### src/hw/rtl/assert_macros.svh
// ---------------------------------------------------------------------------
// assert_macros.svh
// Concurrent assertion macros shared by the RTL; empty with NO_ASSERTIONS.
// ---------------------------------------------------------------------------
`ifndef ASSERT_MACROS_SVH
`define ASSERT_MACROS_SVH

`ifndef NO_ASSERTIONS

// Check a same-cycle implication on every clock edge outside reset
`define ASSERT_IMP(lbl, clk, rstn, ante, cons, msg) \
    lbl: assert property (@(posedge clk) disable iff (!(rstn)) (ante) |-> (cons)) \
        else $error(msg);

// Check a next-cycle implication on every clock edge outside reset
`define ASSERT_NXT(lbl, clk, rstn, ante, cons, msg) \
    lbl: assert property (@(posedge clk) disable iff (!(rstn)) (ante) |=> (cons)) \
        else $error(msg);

`else

`define ASSERT_IMP(lbl, clk, rstn, ante, cons, msg)
`define ASSERT_NXT(lbl, clk, rstn, ante, cons, msg)

`endif

`endif

### src/hw/rtl/dbc_pkg.sv
// ---------------------------------------------------------------------------
// dbc_pkg
// Widths, codes, shared types and helpers of the barcode classifier.
// ---------------------------------------------------------------------------
package dbc_pkg;

    // Default sizes for the top-level parameters
    localparam int TABLE_ENTRIES_DEF = 64;
    localparam int MAX_BASES_DEF     = 16;

    // Fixed field widths
    localparam int BASE_W   = 3;
    localparam int IN_BASES = 16;
    localparam int SEQ_W    = IN_BASES * BASE_W;
    localparam int LEN_W    = 5;
    localparam int SLOT_W   = 6;
    localparam int CNT_W    = 7;
    localparam int THR_W    = 5;
    localparam int KIND_W   = 3;

    // Operation codes
    localparam logic OP_LOAD     = 1'b0;
    localparam logic OP_CLASSIFY = 1'b1;

    // Result kinds
    localparam logic [KIND_W-1:0] KIND_EXACT      = 3'd0;
    localparam logic [KIND_W-1:0] KIND_RC_EXACT   = 3'd1;
    localparam logic [KIND_W-1:0] KIND_FUZZY      = 3'd2;
    localparam logic [KIND_W-1:0] KIND_FUZZY_RC   = 3'd3;
    localparam logic [KIND_W-1:0] KIND_UNASSIGNED = 3'd4;

    // Base codes
    localparam logic [BASE_W-1:0] BASE_A = 3'd0;
    localparam logic [BASE_W-1:0] BASE_C = 3'd1;
    localparam logic [BASE_W-1:0] BASE_G = 3'd2;
    localparam logic [BASE_W-1:0] BASE_T = 3'd3;

    localparam logic [THR_W-1:0] THR_RESET = 5'd1;

    // Control word that travels with every transaction along the chain
    typedef struct packed {
        logic              vld;
        logic              op;
        logic [SLOT_W-1:0] slot;
        logic              ent_vld;
        logic [LEN_W-1:0]  len;
    } t_ctl;

    // Running match state gathered cell by cell
    typedef struct packed {
        logic              ex_any;
        logic [SLOT_W-1:0] ex_slot;
        logic              rx_any;
        logic [SLOT_W-1:0] rx_slot;
        logic              f_any;
        logic              f_multi;
        logic [CNT_W-1:0]  f_cnt;
        logic [SLOT_W-1:0] f_slot;
        logic              r_any;
        logic              r_multi;
        logic [CNT_W-1:0]  r_cnt;
        logic [SLOT_W-1:0] r_slot;
    } t_acc;

    // Swap A/T and C/G, leave other codes as they are
    function automatic logic [BASE_W-1:0] comp_base(input logic [BASE_W-1:0] b);
        logic [BASE_W-1:0] res;
        if (b <= BASE_T) begin
            res = BASE_T - b;
        end else begin
            res = b;
        end
        return res;
    endfunction

endpackage

### src/hw/rtl/dbc_cell.sv
// ---------------------------------------------------------------------------
// dbc_cell
// One table slot: holds a barcode, takes loads addressed to it, scores each
// passing read and its reverse complement, and forwards the transaction.
// ---------------------------------------------------------------------------
module dbc_cell import dbc_pkg::*; #(
    parameter int MAX_BASES = MAX_BASES_DEF,
    parameter int CELL_IDX  = 0
) (
    input  logic                                i_clk,
    input  logic                                i_rst_n,
    input  logic                                i_adv,
    input  logic [THR_W-1:0]                    i_thr,
    input  t_ctl                                i_ctl,
    input  logic [MAX_BASES-1:0][BASE_W-1:0]    i_bases,
    input  logic [MAX_BASES-1:0][BASE_W-1:0]    i_rc,
    input  t_acc                                i_acc,
    output t_ctl                                o_ctl,
    output logic [MAX_BASES-1:0][BASE_W-1:0]    o_bases,
    output logic [MAX_BASES-1:0][BASE_W-1:0]    o_rc,
    output t_acc                                o_acc
);

    localparam int                DIST_W   = $clog2(MAX_BASES + 1);
    localparam logic              IN_RANGE = (CELL_IDX < (1 << SLOT_W));
    localparam logic [SLOT_W-1:0] MY_SLOT  = SLOT_W'(CELL_IDX);

    logic [MAX_BASES-1:0][BASE_W-1:0]   r_entry;
    logic [LEN_W-1:0]                   r_len;
    logic                               r_active;
    t_ctl                               r_ctl;
    logic [MAX_BASES-1:0][BASE_W-1:0]   r_bases;
    logic [MAX_BASES-1:0][BASE_W-1:0]   r_rc;
    t_acc                               r_acc;
    t_acc                               n_acc;

    logic                   wr;
    logic                   cmp;
    logic [MAX_BASES-1:0]   neq_f;
    logic [MAX_BASES-1:0]   neq_r;
    logic [DIST_W-1:0]      df;
    logic [DIST_W-1:0]      dr;
    logic                   f_hit;
    logic                   r_hit;

    // Load addressed to this slot
    assign wr = i_adv && i_ctl.vld && (i_ctl.op == OP_LOAD) && IN_RANGE &&
                (i_ctl.slot == MY_SLOT);

    always_ff @(posedge i_clk) begin
        if (wr) begin
            r_entry <= i_bases;
            r_len   <= i_ctl.len;
        end
    end

    always_ff @(posedge i_clk) begin
        if (!i_rst_n) begin
            r_active <= 1'b0;
        end else if (wr) begin
            r_active <= i_ctl.ent_vld;
        end
    end

    // Hamming distances of the read and its reverse complement
    always_comb begin
        for (int i = 0; i < MAX_BASES; i++) begin
            neq_f[i] = (i_bases[i] != r_entry[i]);
            neq_r[i] = (i_rc[i] != r_entry[i]);
        end
    end

    assign df    = DIST_W'($countones(neq_f));
    assign dr    = DIST_W'($countones(neq_r));
    assign cmp   = r_active && (r_len == i_ctl.len) && (i_ctl.op == OP_CLASSIFY);
    assign f_hit = cmp && (THR_W'(df) <= i_thr);
    assign r_hit = cmp && (THR_W'(dr) <= i_thr);

    // Fold this slot into the running match state; lowest slot wins
    always_comb begin
        n_acc = i_acc;
        if (cmp && (df == '0) && !i_acc.ex_any) begin
            n_acc.ex_any  = 1'b1;
            n_acc.ex_slot = MY_SLOT;
        end
        if (cmp && (dr == '0) && !i_acc.rx_any) begin
            n_acc.rx_any  = 1'b1;
            n_acc.rx_slot = MY_SLOT;
        end
        if (f_hit) begin
            if (!i_acc.f_any) begin
                n_acc.f_any  = 1'b1;
                n_acc.f_slot = MY_SLOT;
            end else begin
                n_acc.f_multi = 1'b1;
            end
            n_acc.f_cnt = i_acc.f_cnt + CNT_W'(1);
        end
        if (r_hit) begin
            if (!i_acc.r_any) begin
                n_acc.r_any  = 1'b1;
                n_acc.r_slot = MY_SLOT;
            end else begin
                n_acc.r_multi = 1'b1;
            end
            n_acc.r_cnt = i_acc.r_cnt + CNT_W'(1);
        end
    end

    // Advance to the neighbour
    always_ff @(posedge i_clk) begin
        if (!i_rst_n) begin
            r_ctl <= '0;
        end else if (i_adv) begin
            r_ctl <= i_ctl;
        end
    end

    always_ff @(posedge i_clk) begin
        if (i_adv) begin
            r_bases <= i_bases;
            r_rc    <= i_rc;
            r_acc   <= n_acc;
        end
    end

    assign o_ctl   = r_ctl;
    assign o_bases = r_bases;
    assign o_rc    = r_rc;
    assign o_acc   = r_acc;

endmodule
### config.mk
export PLATFORM = sky130hd
export DESIGN_NAME = dbc_cell
export DESIGN_NICKNAME = d
export VERILOG_FILES = /design/src/hw/rtl/assert_macros.svh /design/src/hw/rtl/dbc_pkg.sv /design/src/hw/rtl/dbc_cell.sv
export SDC_FILE = /design/constraint.sdc
export NUM_CORES = 1
export LEC_CHECK = 0
export ABC_AREA = 1
export BUFFER_PORTS_ARGS = -buffer_cell sky130_fd_sc_hd__buf_4
export CELL_PAD_IN_SITES_DETAIL_PLACEMENT = 1
export CELL_PAD_IN_SITES_GLOBAL_PLACEMENT = 1
export CORE_MARGIN = 1.5
export CORE_UTILIZATION = 30
export CTS_CLUSTER_DIAMETER = 100
export DETAILED_ROUTE_END_ITERATION = 8
export PLACE_DENSITY_LB_ADDON = 0.1
export SLEW_MARGIN = 30
export SYNTH_ARGS = -nofsm -noshare
export SYNTH_HDL_FRONTEND = slang
export SYNTH_SLANG_ARGS = --single-unit
export TNS_END_PERCENT = 30
### constraint.sdc
create_clock -name i_clk -period 9.5 [get_ports i_clk]
set_input_delay 1.9 -clock i_clk [delete_from_list [all_inputs] [get_ports i_clk]]
set_output_delay 1.9 -clock i_clk [all_outputs]
set_load 0.02 [all_outputs]
==> impl_metrics.yaml <==
status:
  outcome: "complete, no violations"
global_routing:
  overflow: 0
  grt_pass1_vias: 6648
  grt_usage: 0.152
  antenna_found_initial: 0
  grt_max_degree: 60
  grt_pass1_wl_um: 37200
timing:
  final.setup_skew_ps: 10.8
  fmax_mhz: 147
  max_slew_margin: 0.385
  worstMarginPinSlew_ps: 920
  setup_viol: 0
  final_max_slew_viol_count: 0
  finalHoldViolations: 0
  hold-worst-slack_ps: 481
  period_needed_ps: 6820
  layout_setup_ws_ps: 2680
  finalCritPeriodShare: 0.718
  rsz0062_at_grt: "false"
  fin_tns_setup_ps: 0
routing:
  detail_route.vias_per_cell: 4.36
  wl_per_cell_um: 16.8
  antenna_left: 0
  drt_iter0_drc: 242
  vias: 6358
  route.detailed.drc: 0
  drt_first_pass_iters: 4
  wl_um: 24500
synth:
  yosysTopAreaCellShare: 0.625
  ys.warnings.count: 0
  synth_fp_nets: 913
  synth.top_cells.by_count: "edfxtp_1 (193), nand2_1 (130), xor2_1 (68)"
  yosysTopAreaCell: "edfxtp_1"
  syn-cell-area_um2: 9270
  synth_ff_type: "edfxtp_1"
  synthMuxAreaShare: 0
  synth-seq-cells: 208
  synth-edff-count: 193
  yosys.area_share.simple: 0.119
  synth_compound_area_frac: 0.0149
  synthAdderAreaFrac: 0.0729
  seq_area_frac_synth: 0.658
  synth_xor_area_frac: 0.100
  yosysMostFrequentCell: "edfxtp_1"
  avgSynthCellArea_um2: 13.1
  synth_top_family_by_area: "simple AND/OR/NAND/NOR gates"
  synth.area.top_cells: "edfxtp_1 (63%), xor2_1 (6.4%), nand2_1 (5.3%)"
  synth.distinct_cells: 27
  synth_cells: 709
  synth_async_sr_flop_share: 0
placement:
  dp_hpwl_um: 18700
  gp_congestion: 0.733
  postPlaceCellArea_um2: 12100
  place_ws_ps: 2030
  port-buffer-count: 315
setup_path:
  worstPathCellList: "buf_4 > xor2_1 > nor3_1 > fa_1 > fa_1 > fa_1 > inv_1 > fa_1 > ha_1 > fa_1 > a21oi_1 > nor2_1 > ha_1 > nand2_1 > nor2_1 > nand2_1 > nand2_1 > nand2_2 > nand2_1 > nand2_1"
  critPathMaxFanout: 15
  worstPathArrival_ps: 7110
  cp_slowest_stage_delay_ps: 550
  endpoint_kind: "flop"
  worstSetupStartpointType: "primary input"
  cp_slowest_cell: "fa_1"
  critPathKind: "primary input to flop"
  crit_required_ps: 9780
clock_network:
  cts.path.max_buffers: 3
  cts.clk_slew.worst_paths_ps: 60
  cts-root-buf: "clkbuf_16"
  cts_setup_buffers: 0
  cts_resized: 0
  htree_levels: 1
  clkSinkCount: 208
  clkLatencyLatePin_ps: 540
  postCtsHoldBufs: 0
  numCtsBuffers: 25
  tritoncts: "built"
floorplan:
  die-height_um: 179
  start_util: 0.304
  rows: 64
  die_x_um: 179
  core-area_um2: 30500
  pin_count: 316
  dieArea_um2: 32000
power:
  intPower_mw: 1.84
  switchingPower_uw: 714
  pwr-share-seq: 0.422
  swShare: 0.280
  power_density_nw_per_um2: 198
  power_leakage_nw: 5.54
  vdd_drop_max_uv: 148
  power_frac_clock: 0.366
  combPwrFrac: 0.212
final_layout:
  diodes: 0
  drive_above_1_share: 0.337
  final_area_um2: 12900
  areaGrowthSynthToFinish_pct: 39.0
  nNetsFinal: 1246
  n_fill_cell: 3289
min_path:
  hold_class: "flop to flop"
job:
  cap_violations: 0
## worst max-delay path: cells and delay by family
| family | cells | cell delay (ps) |
|---|---|---|
| buffers and inverters | 2 | 190 |
| xor gates and xnor gates | 1 | 150 |
| adders and majority gates | 7 | 3020 |
| and+or+nand+nor | 9 | 1680 |
| AOI/OAI and AO/OA | 1 | 160 |
## worst paths after layout
kind	slack, ps	end	startpoint	cells past startpoint
worst max-delay path	2680	o_acc[21]$_DFFE_PP_	i_bases[4]	20
worst max register to register	3760	o_acc[3]$_DFFE_PP_	r_entry[11]$_DFFE_PP_	19
worst min-delay path	480	o_ctl[13]$_SDFFE_PN0P_	o_ctl[13]$_SDFFE_PN0P_	2
worst min register to register	480	o_ctl[13]$_SDFFE_PN0P_	o_ctl[13]$_SDFFE_PN0P_	2
## cells by family after synthesis
family                   after synthesis
adder cells (fa/ha/maj)               42
flip-flops                           208
AND/OR/NAND/NOR                      247
XOR/XNOR                             106
AO/OA/AOI/OAI                         27
buffers and inverters                 79
## stage by stage
| stage | util | std cells | power, mW |
|---|---|---|---|
| detailed placement | 0.396 | 1411 | 1.65 |
| global route | 0.422 | 1457 | 2.70 |
| CTS | 0.422 | 1457 | 2.60 |
| finish | 0.422 | 1457 | 2.55 |
| global placement | 0.396 | 1411 | 1.64 |
| floorplan | - | 709 | 1.41 |
## power groups by stage
stage | clock network, mW | logic, mW | registers (mW)
6_report | 0.934 | 0.540 | 1.08
5_1_grt | 1.00 | 0.615 | 1.08
2_1_floorplan | 0 | 0.248 | 1.16
4_1_cts | 0.972 | 0.556 | 1.08
3_3_place_gp | 0 | 0.548 | 1.09
3_5_place_dp | 0 | 0.554 | 1.09
## cells in the final DEF, fill, tap and decap left out, types with 2 or more instances in the layout
master,netlist,final
nand2_2,2,2
o21ai_0,14,14
nand4_1,2,2
ha_1,22,22
nand2_1,130,130
edfxtp_1,193,193
dfxtp_1,15,15
clkbuf_8,0,2
fa_1,20,20
nand3_1,36,36
nor2_1,36,36
xnor2_1,38,38
clkbuf_1,4,11
bufinv_16,0,2
nor3_1,23,22
a21oi_1,11,11
clkinv_1,1,3
nand3_4,2,2
xor2_1,68,68
buf_4,1,317
nand3b_1,14,14
inv_1,65,65
clkbuf_16,0,25
clkinv_2,0,3
## per-layer routing
metal,global-route usage,vias up,part of all wire
met5,0,-,0
met4,0.0434,0,0.025
met1,0.194,3077,0.41
li1,-,3064,-
met3,0.0375,33,0.066
met2,0.257,184,0.50
## flip-flops by register name, summed over array words and instances, names as in the netlist
signal,cells
o_rc,48
r_entry,48
o_ctl,14
o_acc,44
r_len,5
r_active,1
o_bases,48
## area by class of cell
cell class / count / area, µm² / share of cell area
flip-flops and latches: 208 / 6100 / 0.473
multi-input cells: 422 / 2850 / 0.221
repair buffers: 318 / 2390 / 0.186
clock buffers: 38 / 694 / 0.0539
well taps: 396 / 495 / 0.0385
inverters: 67 / 251 / 0.0195
clock inverters: 8 / 103 / 0.00797
(Power assumes the default switching activity.)
